<file path="config.mk">
export PLATFORM = sky130hd
export DESIGN_NAME = keyword_dfa_matcher_top_flat
export DESIGN_NICKNAME = d
export VERILOG_FILES = /design/src/hdl/kdm_pkg.sv /design/src/hdl/kdm_byte_if.sv /design/src/hdl/kdm_match_if.sv /design/src/hdl/kdm_scan.sv /design/src/hdl/kdm_count_mem.sv /design/src/hdl/keyword_dfa_matcher_top.sv /design/src/flat_wrapper.sv
export SDC_FILE = /design/constraint.sdc
export NUM_CORES = 1
export LEC_CHECK = 0
export ABC_CLOCK_PERIOD_IN_PS = 4900
export CORE_MARGIN = 2
export CORE_UTILIZATION = 60
export DETAILED_ROUTE_END_ITERATION = 10
export DONT_BUFFER_PORTS = 1
export PLACE_DENSITY = 0.73
export SYNTH_ARGS = -nofsm -noshare
export SYNTH_HDL_FRONTEND = slang
export SYNTH_HIERARCHICAL = 1
export SYNTH_SLANG_ARGS = --single-unit
</file>
<file path="constraint.sdc">
create_clock -name clk -period 4.9 [get_ports clk]
set_input_delay 0.49 -clock clk [delete_from_list [all_inputs] [get_ports clk]]
set_output_delay 0.49 -clock clk [all_outputs]
set_load 0.02 [all_outputs]
</file>
<file path="src/hdl/kdm_pkg.sv">
// Shared types, constants and the keyword automaton transition function.
`default_nettype none
package kdm_pkg;

	localparam int unsigned STATE_BITS = 6;
	localparam int unsigned WORD_BITS  = 3;
	localparam int unsigned FIELD_BITS = 16;
	localparam int unsigned NUM_WORDS  = 6;
	localparam logic [STATE_BITS-1:0] LAST_STATE = 6'd34;

	typedef logic [STATE_BITS-1:0] state_t;

	typedef enum logic [WORD_BITS-1:0] {
		W_ESCUELA     = 3'd0,
		W_ESTUDIANTES = 3'd1,
		W_RENCOR      = 3'd2,
		W_RIFLES      = 3'd3,
		W_CRIMEN      = 3'd4,
		W_MATANZA     = 3'd5,
		W_NONE        = 3'd7
	} word_t;

	typedef struct packed {
		state_t next;
		word_t  word;
	} trans_t;

	typedef struct packed {
		logic  found;
		word_t word;
	} hit_t;

	localparam logic [7:0] CH_NEWLINE = 8'h0A;
	localparam logic [7:0] CH_UPPER_A = 8'h41;
	localparam logic [7:0] CH_UPPER_Z = 8'h5A;
	localparam logic [7:0] CASE_GAP   = 8'h20;

	function automatic logic [7:0] fold(input logic [7:0] ch);
		logic [7:0] r;
		r = ch;
		if (ch >= CH_UPPER_A && ch <= CH_UPPER_Z) begin
			r = ch + CASE_GAP;
		end
		return r;
	endfunction

	function automatic state_t fallback(input logic [7:0] ch);
		state_t r;
		case (ch)
			"e": r = 6'd1;
			"c": r = 6'd21;
			"r": r = 6'd14;
			"m": r = 6'd26;
			default: r = 6'd0;
		endcase
		return r;
	endfunction

	function automatic trans_t step(input state_t s, input logic [7:0] ch);
		trans_t t;
		t.next = fallback(ch);
		t.word = W_NONE;
		if (s > LAST_STATE) begin
			t.next = s;
		end else begin
			case (s)
				6'd1:  if (ch == "s") t.next = 6'd2;
				6'd2: begin
					if (ch == "c") t.next = 6'd3;
					else if (ch == "t") t.next = 6'd7;
				end
				6'd3: begin
					if (ch == "u") t.next = 6'd4;
					else if (ch == "r") t.next = 6'd22;
				end
				6'd4:  if (ch == "e") t.next = 6'd5;
				6'd5: begin
					if (ch == "s") t.next = 6'd2;
					else if (ch == "l") t.next = 6'd6;
				end
				6'd6: begin
					if (ch == "a") begin
						t.next = 6'd0;
						t.word = W_ESCUELA;
					end
				end
				6'd7:  if (ch == "u") t.next = 6'd8;
				6'd8:  if (ch == "d") t.next = 6'd9;
				6'd9:  if (ch == "i") t.next = 6'd10;
				6'd10: if (ch == "a") t.next = 6'd11;
				6'd11: if (ch == "n") t.next = 6'd12;
				6'd12: if (ch == "t") t.next = 6'd13;
				6'd13: if (ch == "e") t.next = 6'd32;
				6'd32: begin
					if (ch == "s") begin
						t.next = 6'd2;
						t.word = W_ESTUDIANTES;
					end
				end
				6'd14: begin
					if (ch == "e") t.next = 6'd15;
					else if (ch == "i") t.next = 6'd19;
				end
				6'd15: begin
					if (ch == "s") t.next = 6'd2;
					else if (ch == "n") t.next = 6'd16;
				end
				6'd16: if (ch == "c") t.next = 6'd17;
				6'd17: begin
					if (ch == "r") t.next = 6'd22;
					else if (ch == "o") t.next = 6'd18;
				end
				6'd18: begin
					if (ch == "r") begin
						t.next = 6'd14;
						t.word = W_RENCOR;
					end
				end
				6'd19: if (ch == "f") t.next = 6'd20;
				6'd20: if (ch == "l") t.next = 6'd33;
				6'd33: if (ch == "e") t.next = 6'd34;
				6'd34: begin
					if (ch == "s") begin
						t.next = 6'd2;
						t.word = W_RIFLES;
					end
				end
				6'd21: if (ch == "r") t.next = 6'd22;
				6'd22: begin
					if (ch == "e") t.next = 6'd15;
					else if (ch == "i") t.next = 6'd23;
				end
				6'd23: begin
					if (ch == "f") t.next = 6'd20;
					else if (ch == "m") t.next = 6'd24;
				end
				6'd24: begin
					if (ch == "e") t.next = 6'd25;
					else if (ch == "a") t.next = 6'd27;
				end
				6'd25: begin
					if (ch == "s") begin
						t.next = 6'd2;
					end else if (ch == "n") begin
						t.next = 6'd0;
						t.word = W_CRIMEN;
					end
				end
				6'd26: if (ch == "a") t.next = 6'd27;
				6'd27: if (ch == "t") t.next = 6'd28;
				6'd28: if (ch == "a") t.next = 6'd29;
				6'd29: if (ch == "n") t.next = 6'd30;
				6'd30: if (ch == "z") t.next = 6'd31;
				6'd31: begin
					if (ch == "a") begin
						t.next = 6'd0;
						t.word = W_MATANZA;
					end
				end
				default: t.next = fallback(ch);
			endcase
		end
		return t;
	endfunction

endpackage
`default_nettype wire

</file>
<file path="src/hdl/kdm_byte_if.sv">
// Valid/ready channel carrying one text byte per request.
`default_nettype none
interface kdm_byte_if;
	logic       valid;
	logic       ready;
	logic [7:0] text_byte;

	modport source (output valid, output text_byte, input ready);
	modport sink (input valid, input text_byte, output ready);
endinterface
`default_nettype wire

</file>
<file path="src/hdl/kdm_match_if.sv">
// Valid/ready channel carrying one match report per request.
`default_nettype none
interface kdm_match_if;
	logic        valid;
	logic        ready;
	logic        match_found;
	logic [2:0]  word_id;
	logic [15:0] line_number;
	logic [15:0] column_number;
	logic [15:0] word_total;

	modport source (
		output valid, output match_found, output word_id, output line_number,
		output column_number, output word_total, input ready
	);
	modport sink (
		input valid, input match_found, input word_id, input line_number,
		input column_number, input word_total, output ready
	);
endinterface
`default_nettype wire

</file>
<file path="src/hdl/kdm_scan.sv">
// Case folding, line/column tracking and automaton state register.
`default_nettype none
module kdm_scan #(
	parameter int unsigned POSITION_BITS = 16
) (
	input  wire logic                     clk,
	input  wire logic                     arst_n,
	input  wire logic                     take,
	input  wire logic [7:0]               text_byte,
	output kdm_pkg::hit_t                 hit,
	output logic      [POSITION_BITS-1:0] line_next,
	output logic      [POSITION_BITS-1:0] col_next
);

	kdm_pkg::state_t               state_q;
	logic [POSITION_BITS-1:0]      line_q;
	logic [POSITION_BITS-1:0]      col_q;
	logic [7:0]                    ch;
	kdm_pkg::trans_t               tr;

	always_comb begin
		ch = kdm_pkg::fold(text_byte);
		tr = kdm_pkg::step(state_q, ch);
		hit.found = (tr.word != kdm_pkg::W_NONE);
		hit.word  = tr.word;
		line_next = line_q;
		col_next  = col_q;
		if (ch == kdm_pkg::CH_NEWLINE) begin
			col_next = '0;
			if (line_q != '1) line_next = line_q + 1'b1;
		end else begin
			if (col_q != '1) col_next = col_q + 1'b1;
		end
	end

	always_ff @(posedge clk or negedge arst_n) begin
		if (!arst_n) begin
			state_q <= '0;
			line_q  <= '0;
			col_q   <= '0;
		end else if (take) begin
			state_q <= tr.next;
			line_q  <= line_next;
			col_q   <= col_next;
		end
	end

endmodule
`default_nettype wire

</file>
<file path="src/hdl/kdm_count_mem.sv">
// Per-keyword match count memory with registered read and write-to-read bypass.
`default_nettype none
module kdm_count_mem #(
	parameter int unsigned COUNT_BITS = 16
) (
	input  wire logic                  clk,
	input  wire logic                  arst_n,
	input  wire logic                  rd_en,
	input  wire logic [2:0]            rd_word,
	input  wire logic                  wr_en,
	input  wire logic [2:0]            wr_word,
	input  wire logic [COUNT_BITS-1:0] wr_data,
	output logic      [COUNT_BITS-1:0] rd_data
);

	logic [COUNT_BITS-1:0]         mem [kdm_pkg::NUM_WORDS];
	logic [kdm_pkg::NUM_WORDS-1:0] vld_q;
	logic [COUNT_BITS-1:0]         mem_rd_q;
	logic [COUNT_BITS-1:0]         fwd_data_q;
	logic                          fwd_q;
	logic                          hit_vld_q;

	always_ff @(posedge clk) begin
		if (wr_en) mem[wr_word] <= wr_data;
		if (rd_en) begin
			mem_rd_q   <= mem[rd_word];
			fwd_data_q <= wr_data;
		end
	end

	always_ff @(posedge clk or negedge arst_n) begin
		if (!arst_n) begin
			vld_q     <= '0;
			fwd_q     <= 1'b0;
			hit_vld_q <= 1'b0;
		end else begin
			if (wr_en) vld_q[wr_word] <= 1'b1;
			if (rd_en) begin
				fwd_q     <= wr_en && (wr_word == rd_word);
				hit_vld_q <= vld_q[rd_word];
			end
		end
	end

	assign rd_data = fwd_q ? fwd_data_q : (hit_vld_q ? mem_rd_q : '0);

endmodule
`default_nettype wire

</file>
<file path="src/hdl/keyword_dfa_matcher_top.sv">
// Keyword matcher top level: byte scan, count update stage and output register.
//
// Channel text carries one byte per request; channel result returns exactly
// one report per byte, in order. A report flags whether the byte completes
// one of six keywords, and gives its word id, the line and column after the
// byte, and the keyword's match total after this match.
// A taken byte passes the count stage register, then the output register, to
// its report. One byte is taken every cycle unless result stalls: automaton
// step and position update are registered as a byte is taken, its count is read
// then and written back as the count stage advances, with same-keyword bypass.
// Reset clears the automaton to its start state, zeroes line and column, and
// marks all counts as zero without a clearing pass, so bytes are taken at once.
// When result stalls, the report holds in its output register, one more byte
// waits in the count stage, and text.ready then drops until result is taken.
// Line, column and counts saturate at their register widths.
`default_nettype none
module keyword_dfa_matcher_top #(
	parameter int unsigned POSITION_BITS = 16,
	parameter int unsigned COUNT_BITS    = 16
) (
	input  wire logic   clk,
	input  wire logic   arst_n,
	kdm_byte_if.sink    text,
	kdm_match_if.source result
);

	logic                     take;
	logic                     advance;
	kdm_pkg::hit_t            hit;
	logic [POSITION_BITS-1:0] line_next;
	logic [POSITION_BITS-1:0] col_next;

	logic                     valid_s1;
	kdm_pkg::hit_t            hit_s1;
	logic [POSITION_BITS-1:0] line_s1;
	logic [POSITION_BITS-1:0] col_s1;

	logic [COUNT_BITS-1:0]    cnt_rd;
	logic [COUNT_BITS-1:0]    cnt_inc;
	logic                     cnt_wr;

	logic                     out_valid_q;
	logic                     out_found_q;
	logic [2:0]               out_word_q;
	logic [15:0]              out_line_q;
	logic [15:0]              out_col_q;
	logic [15:0]              out_total_q;

	assign advance    = !out_valid_q || result.ready;
	assign text.ready = !valid_s1 || advance;
	assign take       = text.valid && text.ready;
	assign cnt_inc    = (cnt_rd == '1) ? cnt_rd : cnt_rd + 1'b1;
	assign cnt_wr     = valid_s1 && advance && hit_s1.found;

	kdm_scan #(
		.POSITION_BITS(POSITION_BITS)
	) u_scan (
		.clk       (clk),
		.arst_n    (arst_n),
		.take      (take),
		.text_byte (text.text_byte),
		.hit       (hit),
		.line_next (line_next),
		.col_next  (col_next)
	);

	kdm_count_mem #(
		.COUNT_BITS(COUNT_BITS)
	) u_count_mem (
		.clk     (clk),
		.arst_n  (arst_n),
		.rd_en   (take && hit.found),
		.rd_word (hit.word),
		.wr_en   (cnt_wr),
		.wr_word (hit_s1.word),
		.wr_data (cnt_inc),
		.rd_data (cnt_rd)
	);

	always_ff @(posedge clk or negedge arst_n) begin
		if (!arst_n) begin
			valid_s1    <= 1'b0;
			out_valid_q <= 1'b0;
		end else begin
			if (take) valid_s1 <= 1'b1;
			else if (advance) valid_s1 <= 1'b0;
			if (advance) out_valid_q <= valid_s1;
		end
	end

	always_ff @(posedge clk) begin
		if (take) begin
			hit_s1  <= hit;
			line_s1 <= line_next;
			col_s1  <= col_next;
		end
		if (advance && valid_s1) begin
			out_found_q <= hit_s1.found;
			out_word_q  <= hit_s1.found ? hit_s1.word : 3'd0;
			out_line_q  <= 16'(line_s1);
			out_col_q   <= 16'(col_s1);
			out_total_q <= hit_s1.found ? 16'(cnt_inc) : 16'd0;
		end
	end

	assign result.valid         = out_valid_q;
	assign result.match_found   = out_found_q;
	assign result.word_id       = out_word_q;
	assign result.line_number   = out_line_q;
	assign result.column_number = out_col_q;
	assign result.word_total    = out_total_q;

endmodule
`default_nettype wire

</file>
<file path="src/flat_wrapper.sv">
// flat-port wrapper written by rule: the top's interface ports become plain ports
module keyword_dfa_matcher_top_flat 
#(
	parameter int unsigned POSITION_BITS = 16,
	parameter int unsigned COUNT_BITS    = 16
)
  (clk, arst_n, text_valid, text_text_byte, text_ready, result_valid, result_match_found, result_word_id, result_line_number, result_column_number, result_word_total, result_ready);
  kdm_byte_if text_i ();
  kdm_match_if result_i ();
  input  wire logic clk;
  input  wire logic arst_n;
  input wire logic [$bits(text_i.valid)-1:0] text_valid;
  input wire logic [$bits(text_i.text_byte)-1:0] text_text_byte;
  output wire logic [$bits(text_i.ready)-1:0] text_ready;
  output wire logic [$bits(result_i.valid)-1:0] result_valid;
  output wire logic [$bits(result_i.match_found)-1:0] result_match_found;
  output wire logic [$bits(result_i.word_id)-1:0] result_word_id;
  output wire logic [$bits(result_i.line_number)-1:0] result_line_number;
  output wire logic [$bits(result_i.column_number)-1:0] result_column_number;
  output wire logic [$bits(result_i.word_total)-1:0] result_word_total;
  input wire logic [$bits(result_i.ready)-1:0] result_ready;
  assign text_i.valid = text_valid;
  assign text_i.text_byte = text_text_byte;
  assign text_ready = text_i.ready;
  assign result_valid = result_i.valid;
  assign result_match_found = result_i.match_found;
  assign result_word_id = result_i.word_id;
  assign result_line_number = result_i.line_number;
  assign result_column_number = result_i.column_number;
  assign result_word_total = result_i.word_total;
  assign result_i.ready = result_ready;
  keyword_dfa_matcher_top #(.POSITION_BITS(POSITION_BITS), .COUNT_BITS(COUNT_BITS)) u_core (.clk(clk), .arst_n(arst_n), .text(text_i), .result(result_i));
endmodule
</file>
==> summary.txt, run 1 <==
Outcome
  • Status: finished clean

Routing
  • DRC violations left: 0
  • 1st-iter DRT viols: 807
  • DRT Pass-1 Iters: 7
  • Vias per Instance: 6.61
  • Drt wl/cell: 23.9 um
  • Vias: 8826
  • Antenna viol nets, final: 0
  • WL final: 31900 um

Die
  • Row cnt: 53
  • DIE HEIGHT: 151 um
  • Top-Level Pins: 66
  • Die width: 151 um
  • Initial Util: 61.5%
  • CORE AREA: 21200 um^2
  • Die area: 22900 um^2

Timing
  • Total negative slack: 0 ns
  • Max_slew headroom: 22.9%
  • Worst-Margin Slew: 1.16 ns
  • Final setup violation count: 0
  • Final period util: 77.2%
  • Max-slew violation count: 0
  • Final hold violation count: 0
  • Final Skew: 0.0112 ns
  • Period minus WS final: 3.78 ns
  • RSZ-0062 raised after global routing: no
  • Max Freq: 0.264 GHz

Critical path
  • Worst Setup Path Type: flip-flop to flip-flop
  • Arrival time at the worst endpoint: 4.04 ns
  • Startpoint Class: flip-flop
  • R2R setup slack: 1.12 ns
  • Critical path required time: 5.16 ns
  • Slowest library cell on the worst path: dfrtp_1
  • CP Buf/Inv Count: 0
  • Most frequent CP cell: nor2_1
  • Max stage delay on crit path: 1.00 ns
  • Cell family with most CP delay: simple AND/OR/NAND/NOR gates
  • CP Capture Type: flip-flop
  • CP Max Fanout: 31
  • Worst-path cell chain: nand3b_1, nor2_1, o22ai_1, or3_2, mux4_2, nor2_1, a21oi_1

Power and ir drop
  • Reg power frac: 45.9%
  • Final Power: 7350 uW
  • Maximum vdd ir drop: 0.280 mV
  • Total internal power: 4870 uW
  • Switch share: 33.7%
  • Sw Pwr: 2480 uW
  • Comb pwr share: 26.9%
  • Total power divided by cell area: 519 nW/um^2
  • Leakage power: 0.00500 uW
  • Clock group share of total power: 27.2%

Synth
  • FF+latch count, synth: 264
  • Syn nets: 1060
  • Asr flop ratio synth: 18.2%
  • Predominant post-synthesis flop cell: edfxtp_1
  • Count leader, synth: edfxtp_1
  • Instance count of the mapped netlist: 1044
  • Post-Syn Area: 13000 um^2
  • EDFF count, synth: 216
  • Unique cell type count in the Yosys netlist: 93
  • Synthesized area per cell: 12.5 um^2
  • Synth area leaders: edfxtp_1 (50%), dfrtp_1 (9.2%), nor2_1 (2.8%), a21oi_1 (2.2%), mux4_2 (2.1%)
  • Synth warnings: 6
  • Seq/Total Area, Yosys: 59.1%
  • Share of the synthesized area in the top cell type: 49.9%
  • Yosys top cell by area: edfxtp_1
  • Top cells by count, synth: edfxtp_1 (216), nor2_1 (98), nand2_1 (65)

Finish
  • Synth-to-layout area growth: 8.79%
  • Finished Layout Cells: 1336
  • Nets: 1057
  • Fill count: 1542
  • Sequential cell area: 7690 um^2
  • Design Area, Final: 14200 um^2
  • Share of layout cells above drive strength 1: 13.3%
  • Area occupied by multi-input gates: 4970 um^2

Placement
  • Dpl hpwl: 21200 um
  • Dpl cells: 1286
  • Gpl congestion: 0.993
  • PortBufs: 0
  • DP Area: 13200 um^2

Clock tree
  • # clock sinks: 264
  • CTS Buf Count: 26
  • Post-CTS Setup Bufs: 0
  • Reg clk slew, reported paths: 0.07 ns
  • Skew-Pair Late Insertion Delay: 0.53 ns
  • CTS tree: built
  • Clock Tree Buf Depth: 3
  • H-tree depth: 1
  • Root Driver: clkbuf_16

Global route
  • Remaining Overflow, GRT: 0
  • Total track usage: 28.2%
  • Vias in the first global route: 8603
  • Initial antenna violation count: 0
  • Largest net degree at the start of global routing: 64
  • First-pass GRT wire length: 48900 um

Worst hold path
  • Worst min path class: input port to flip-flop

Flow run
  • Max cap viols: 0
[layout make-up]
type                    count  area share, %
clock buffers              35           5.05
clock inverters            12           1.09
repair buffers             26           1.54
multi-input cells         707           35.1
well taps                 275           2.43
flip-flops and latches    264           54.3
inverters                  16          0.424
diodes                      1         0.0177
[cell families after synthesis]
group,Yosys count,synth area share (%)
simple gates,391,16.5
flops,264,59.1
compound gates,206,11.4
buf+inv,73,2.81
mux,61,6.70
xor+xnor,45,3.03
fa+ha+maj,4,0.385
[layer usage]
metal | global-route usage, % | up-vias | routed length, um
met5 | 0 | - | 0
met4 | 10.9 | 0 | 1250
met3 | 5.18 | 90 | 1970
met2 | 46.4 | 354 | 15500
met1 | 37.5 | 4371 | 13200
li1 | - | 4011 | -
[layout by cell type (no fill, tap or decap), types with 6 or more instances in the layout]
master,netlist,layout
a31oi_1,7,7
edfxtp_1,216,216
dfrtp_1,48,48
or2_2,11,11
nand2_1,65,65
o31ai_1,6,6
mux2_2,20,20
and3_1,12,12
nor2b_1,11,11
o21ai_0,31,31
o2111ai_1,12,12
buf_4,5,24
nor4_1,6,6
inv_1,15,15
mux2i_1,23,23
and4_1,7,7
a22o_1,18,18
and2_1,22,20
mux4_2,12,12
nor2_1,98,97
clkbuf_1,13,6
nor3_1,27,25
nand2b_1,23,23
o22ai_1,11,11
xnor2_1,23,23
a21oi_1,56,56
nand4_1,19,19
nand3_1,37,37
clkbuf_16,0,26
xor2_1,22,22
nand3b_1,6,6
[power by group through the flow]
| stage | sequential (uW) | combinational (uW) | clock, uW |
|---|---|---|---|
| 6_report | 3370 | 1980 | 2000 |
| 5_1_grt | 3410 | 2150 | 2120 |
| 4_1_cts | 3360 | 1950 | 2030 |
| 3_5_place_dp | 3410 | 1920 | 0 |
| 3_3_place_gp | 3400 | 1900 | 0 |
| 2_1_floorplan | 3170 | 1650 | 0 |
[sequential cells by signal, summed over array words and instances (netlist names)]
register                       count
u_core/u_count_mem/mem            96
u_core/col_s1                     16
u_core/line_s1                    16
u_core/result.column_number       16
u_core/result.line_number         16
u_core/result.word_total          16
u_core/u_count_mem/fwd_data_q     16
u_core/u_count_mem/mem_rd_q       16
u_core/u_scan/col_q               16
u_core/u_scan/line_q              16
u_core/u_count_mem/vld_q           6
u_core/u_scan/state_q              6
u_core/hit_s1                      4
u_core/result.word_id              3
u_core/result.match_found          1
u_core/result.valid                1
u_core/u_count_mem/fwd_q           1
u_core/u_count_mem/hit_vld_q       1
u_core/valid_s1                    1
[path summary, 6_finish.rpt]
path | startpoint | endpoint | depth (start not counted)
worst max-delay path | u_core/u_scan/state_q[5] | u_core/u_count_mem/mem_rd_q[14] | 7
worst min-delay path | text_valid | u_core/valid_s1 | 1
worst max register to register | u_core/u_scan/state_q[5] | u_core/u_count_mem/mem_rd_q[14] | 7
worst min register to register | u_core/line_s1[1] | u_core/result.line_number[1] | 0
max in group asynchronous | arst_n | u_core/u_scan/line_q[15] | 2
min in group asynchronous | arst_n | u_core/u_count_mem/hit_vld_q | 2
[repair_timing]
action                                 in CTS  in global routing
hold buffers                                2                  0
gates resized for setup                     0                  0
endpoints found under the hold margin      48                  0
[through the flow]
step / hold slack, ns / util, % / worst slack, ns
detailed placement: 0.199 / 62.6 / 0.926
CTS: 0.0594 / 66.9 / 1.16
global route: 0.0611 / 66.9 / 0.813
finish: 0.0713 / 66.9 / 1.12
floorplan: 0.194 / - / 1.25
global placement: 0.198 / 62.6 / 1.01
Power figures use the tool's default switching activity.
==> inputs of run 2 (changes only) <==
Settings changed: ABC_CLOCK_PERIOD_IN_PS 4900 to 3900.
Clock period 4.9 ns to 3.9 ns, I/O delays scaled along.
==> run 2 against run 1 <==
  * Setup slack got worse by 0.34 ns
  * Hold slack better by 0.035 ns
  * Cell area up 0.47%
  * First-iteration DRC count shrank 4.7%
  * Flip-flop and latch count unchanged
  * Die area unchanged
  * Combinational power increased by 37%
  * Clock-buffer cell count decreased by 1
  * Clock skew grew 0.014 ns
  * Sequential share of layout area decreased by 0.25 points
  * Non-clock buffer count grew 15
  * Maximum frequency is 21% higher
  * Largest cell class unchanged
==> summary.txt, run 2 (synthesized netlist as in run 1, its figures left out) <==
Timing
  • Final period util: 80.0%
  • Worst-Margin Slew: 0.936 ns
  • Final hold violation count: 0
  • Period minus WS final: 3.12 ns
  • Final hold slack: 0.106 ns
  • Final setup violation count: 0
  • Max-slew violation count: 0
  • Max_slew headroom: 37.6%
  • Total negative slack: 0 ns
  • RSZ-0062 raised after global routing: no
  • Max Freq: 0.320 GHz
  • Final Skew: 0.0251 ns

Finish
  • Largest register FFs: 96
  • Register with the highest flop count: u_core/u_count_mem/mem
  • Commonest non-fill, non-tap cell in the layout: edfxtp_1
  • Finished Layout Cells: 1351
  • Design Area, Final: 14200 um^2
  • Fill count: 1537
  • Synth-to-layout area growth: 9.30%
  • Share of layout cells above drive strength 1: 14.1%
  • N_diodes: 0
  • Nets: 1072
  • Commonest cells after routing, fill and taps aside: edfxtp_1 (216), nor2_1 (97), nand2_1 (65)

Global route
  • Vias in the first global route: 8693
  • Largest net degree at the start of global routing: 64
  • First-pass GRT wire length: 49400 um
  • Initial antenna violation count: 0
  • Total track usage: 28.3%
  • Remaining Overflow, GRT: 0

Routing
  • Drt wl/cell: 23.7 um
  • DRT Pass-1 Iters: 5
  • Antenna viol nets, final: 0
  • Vias per Instance: 6.59
  • 1st-iter DRT viols: 769
  • Vias: 8897
  • DRC violations left: 0
  • WL final: 32100 um

Power and ir drop
  • Total power divided by cell area: 642 nW/um^2
  • Total internal power: 6020 uW
  • Clock group share of total power: 25.4%
  • Maximum vdd ir drop: 0.349 mV
  • Switch share: 34.1%
  • Reg power frac: 44.8%
  • Comb pwr share: 29.8%
  • Sw Pwr: 3110 uW
  • Leakage power: 0.00504 uW

Die
  • CORE AREA: 21200 um^2
  • Die width: 151 um
  • Top-Level Pins: 66
  • DIE HEIGHT: 151 um
  • Row cnt: 53
  • Die area: 22900 um^2
  • Initial Util: 61.5%

Clock tree
  • CTS Buf Count: 26
  • Skew-Pair Late Insertion Delay: 0.53 ns
  • Clock Tree Buf Depth: 3
  • Post-CTS Hold Buffers: 3
  • Root Driver: clkbuf_16
  • # resized after CTS: 0
  • Post-CTS Setup Bufs: 0
  • H-tree depth: 1
  • # clock sinks: 264
  • Reg clk slew, reported paths: 0.07 ns
  • CTS tree: built

Placement
  • Dpl hpwl: 21600 um
  • Gpl congestion: 0.987
  • Dpl cells: 1300
  • DP Area: 13400 um^2
  • PortBufs: 0

Critical path
  • Slowest library cell on the worst path: dfrtp_1
  • Startpoint Class: flip-flop
  • Arrival time at the worst endpoint: 3.52 ns
  • Max stage delay on crit path: 0.76 ns
  • CP Buf/Inv Count: 1
  • Critical path required time: 4.30 ns
  • CP Max Fanout: 18
  • Worst Setup Path Type: flip-flop to flip-flop
  • CP Capture Type: flip-flop
  • Worst-path cell chain: buf_4, nand2_1, or4_1, o31ai_2, nor2_1, o311ai_1, o31ai_1, a221oi_1
  • Cell family with most CP delay: compound AO/OA/AOI/OAI gates

Worst hold path
  • Worst min path class: input port to flip-flop

Outcome
  • Status: finished clean

Flow run
  • Max cap viols: 0
## run 2: cell count changes in the layout (fill, tap and decap cells not counted), moves of 2 or more
cell | previous run | this run
clkbuf_8 | 3 | 1
bufinv_16 | 3 | 1
buf_4 | 24 | 36
clkinv_1 | 3 | 6
buf_12 | 0 | 2
## run 2: path summary, 6_finish.rpt
path	from	to	slack (ns)	cells after the start
worst max-delay path	u_core/u_scan/state_q[4]	u_core/u_scan/state_q[4]	0.78	8
worst min-delay path	result_ready	u_core/result.valid	0.11	2
worst max register to register	u_core/u_scan/state_q[4]	u_core/u_scan/state_q[4]	0.78	8
worst min register to register	u_core/line_s1[3]	u_core/result.line_number[3]	0.42	0
max in group asynchronous	arst_n	u_core/u_scan/state_q[3]	3.26	2
min in group asynchronous	arst_n	u_core/u_scan/col_q[13]	0.38	2
## run 2: metal layers
layer  track usage, %  up-vias  wire length, um
met4             9.63        0              977
met5                0        -                0
met2             45.7      357            15500
met1             39.0     4411            13400
met3             5.27       80             2150
li1                 -     4049                -
## run 2: worst register-to-register path: cells and delay by family, from the launching register on
family / cells / cell delay (ns)
AO/OA/AOI/OAI: 4 / 1.09
buffers and inverters: 1 / 0.32
flip-flops: 1 / 0.76
AND/OR/NAND/NOR: 3 / 0.84
## run 2: area by class of cell
cell class	instances	area [um^2]	area share, %
clock buffer	34	691	4.86
timing repair buffer	41	358	2.52
tap	275	344	2.42
multi-input combinational	707	4970	35.0
clock inverter	14	106	0.748
sequential	264	7690	54.1
inverter	16	60.1	0.422
## run 2: power by group through the flow
stage          logic [uW]  registers (uW)  clock network, uW
6_report             2720            4090               2320
5_1_grt              2930            4140               2490
4_1_cts              2680            4090               2370
3_5_place_dp         2640            4140                  0
3_3_place_gp         2630            4140                  0
2_1_floorplan        2070            3980                  0
## run 2: through the flow
stage               util [%]  power, uW  setup slack [ns]
finish                  67.2       9130             0.779
global route            67.2       9560             0.578
CTS                     67.2       9140             0.836
detailed placement      63.2       6790             0.560
global placement        63.2       6770             0.598
floorplan                  -       6050             0.348
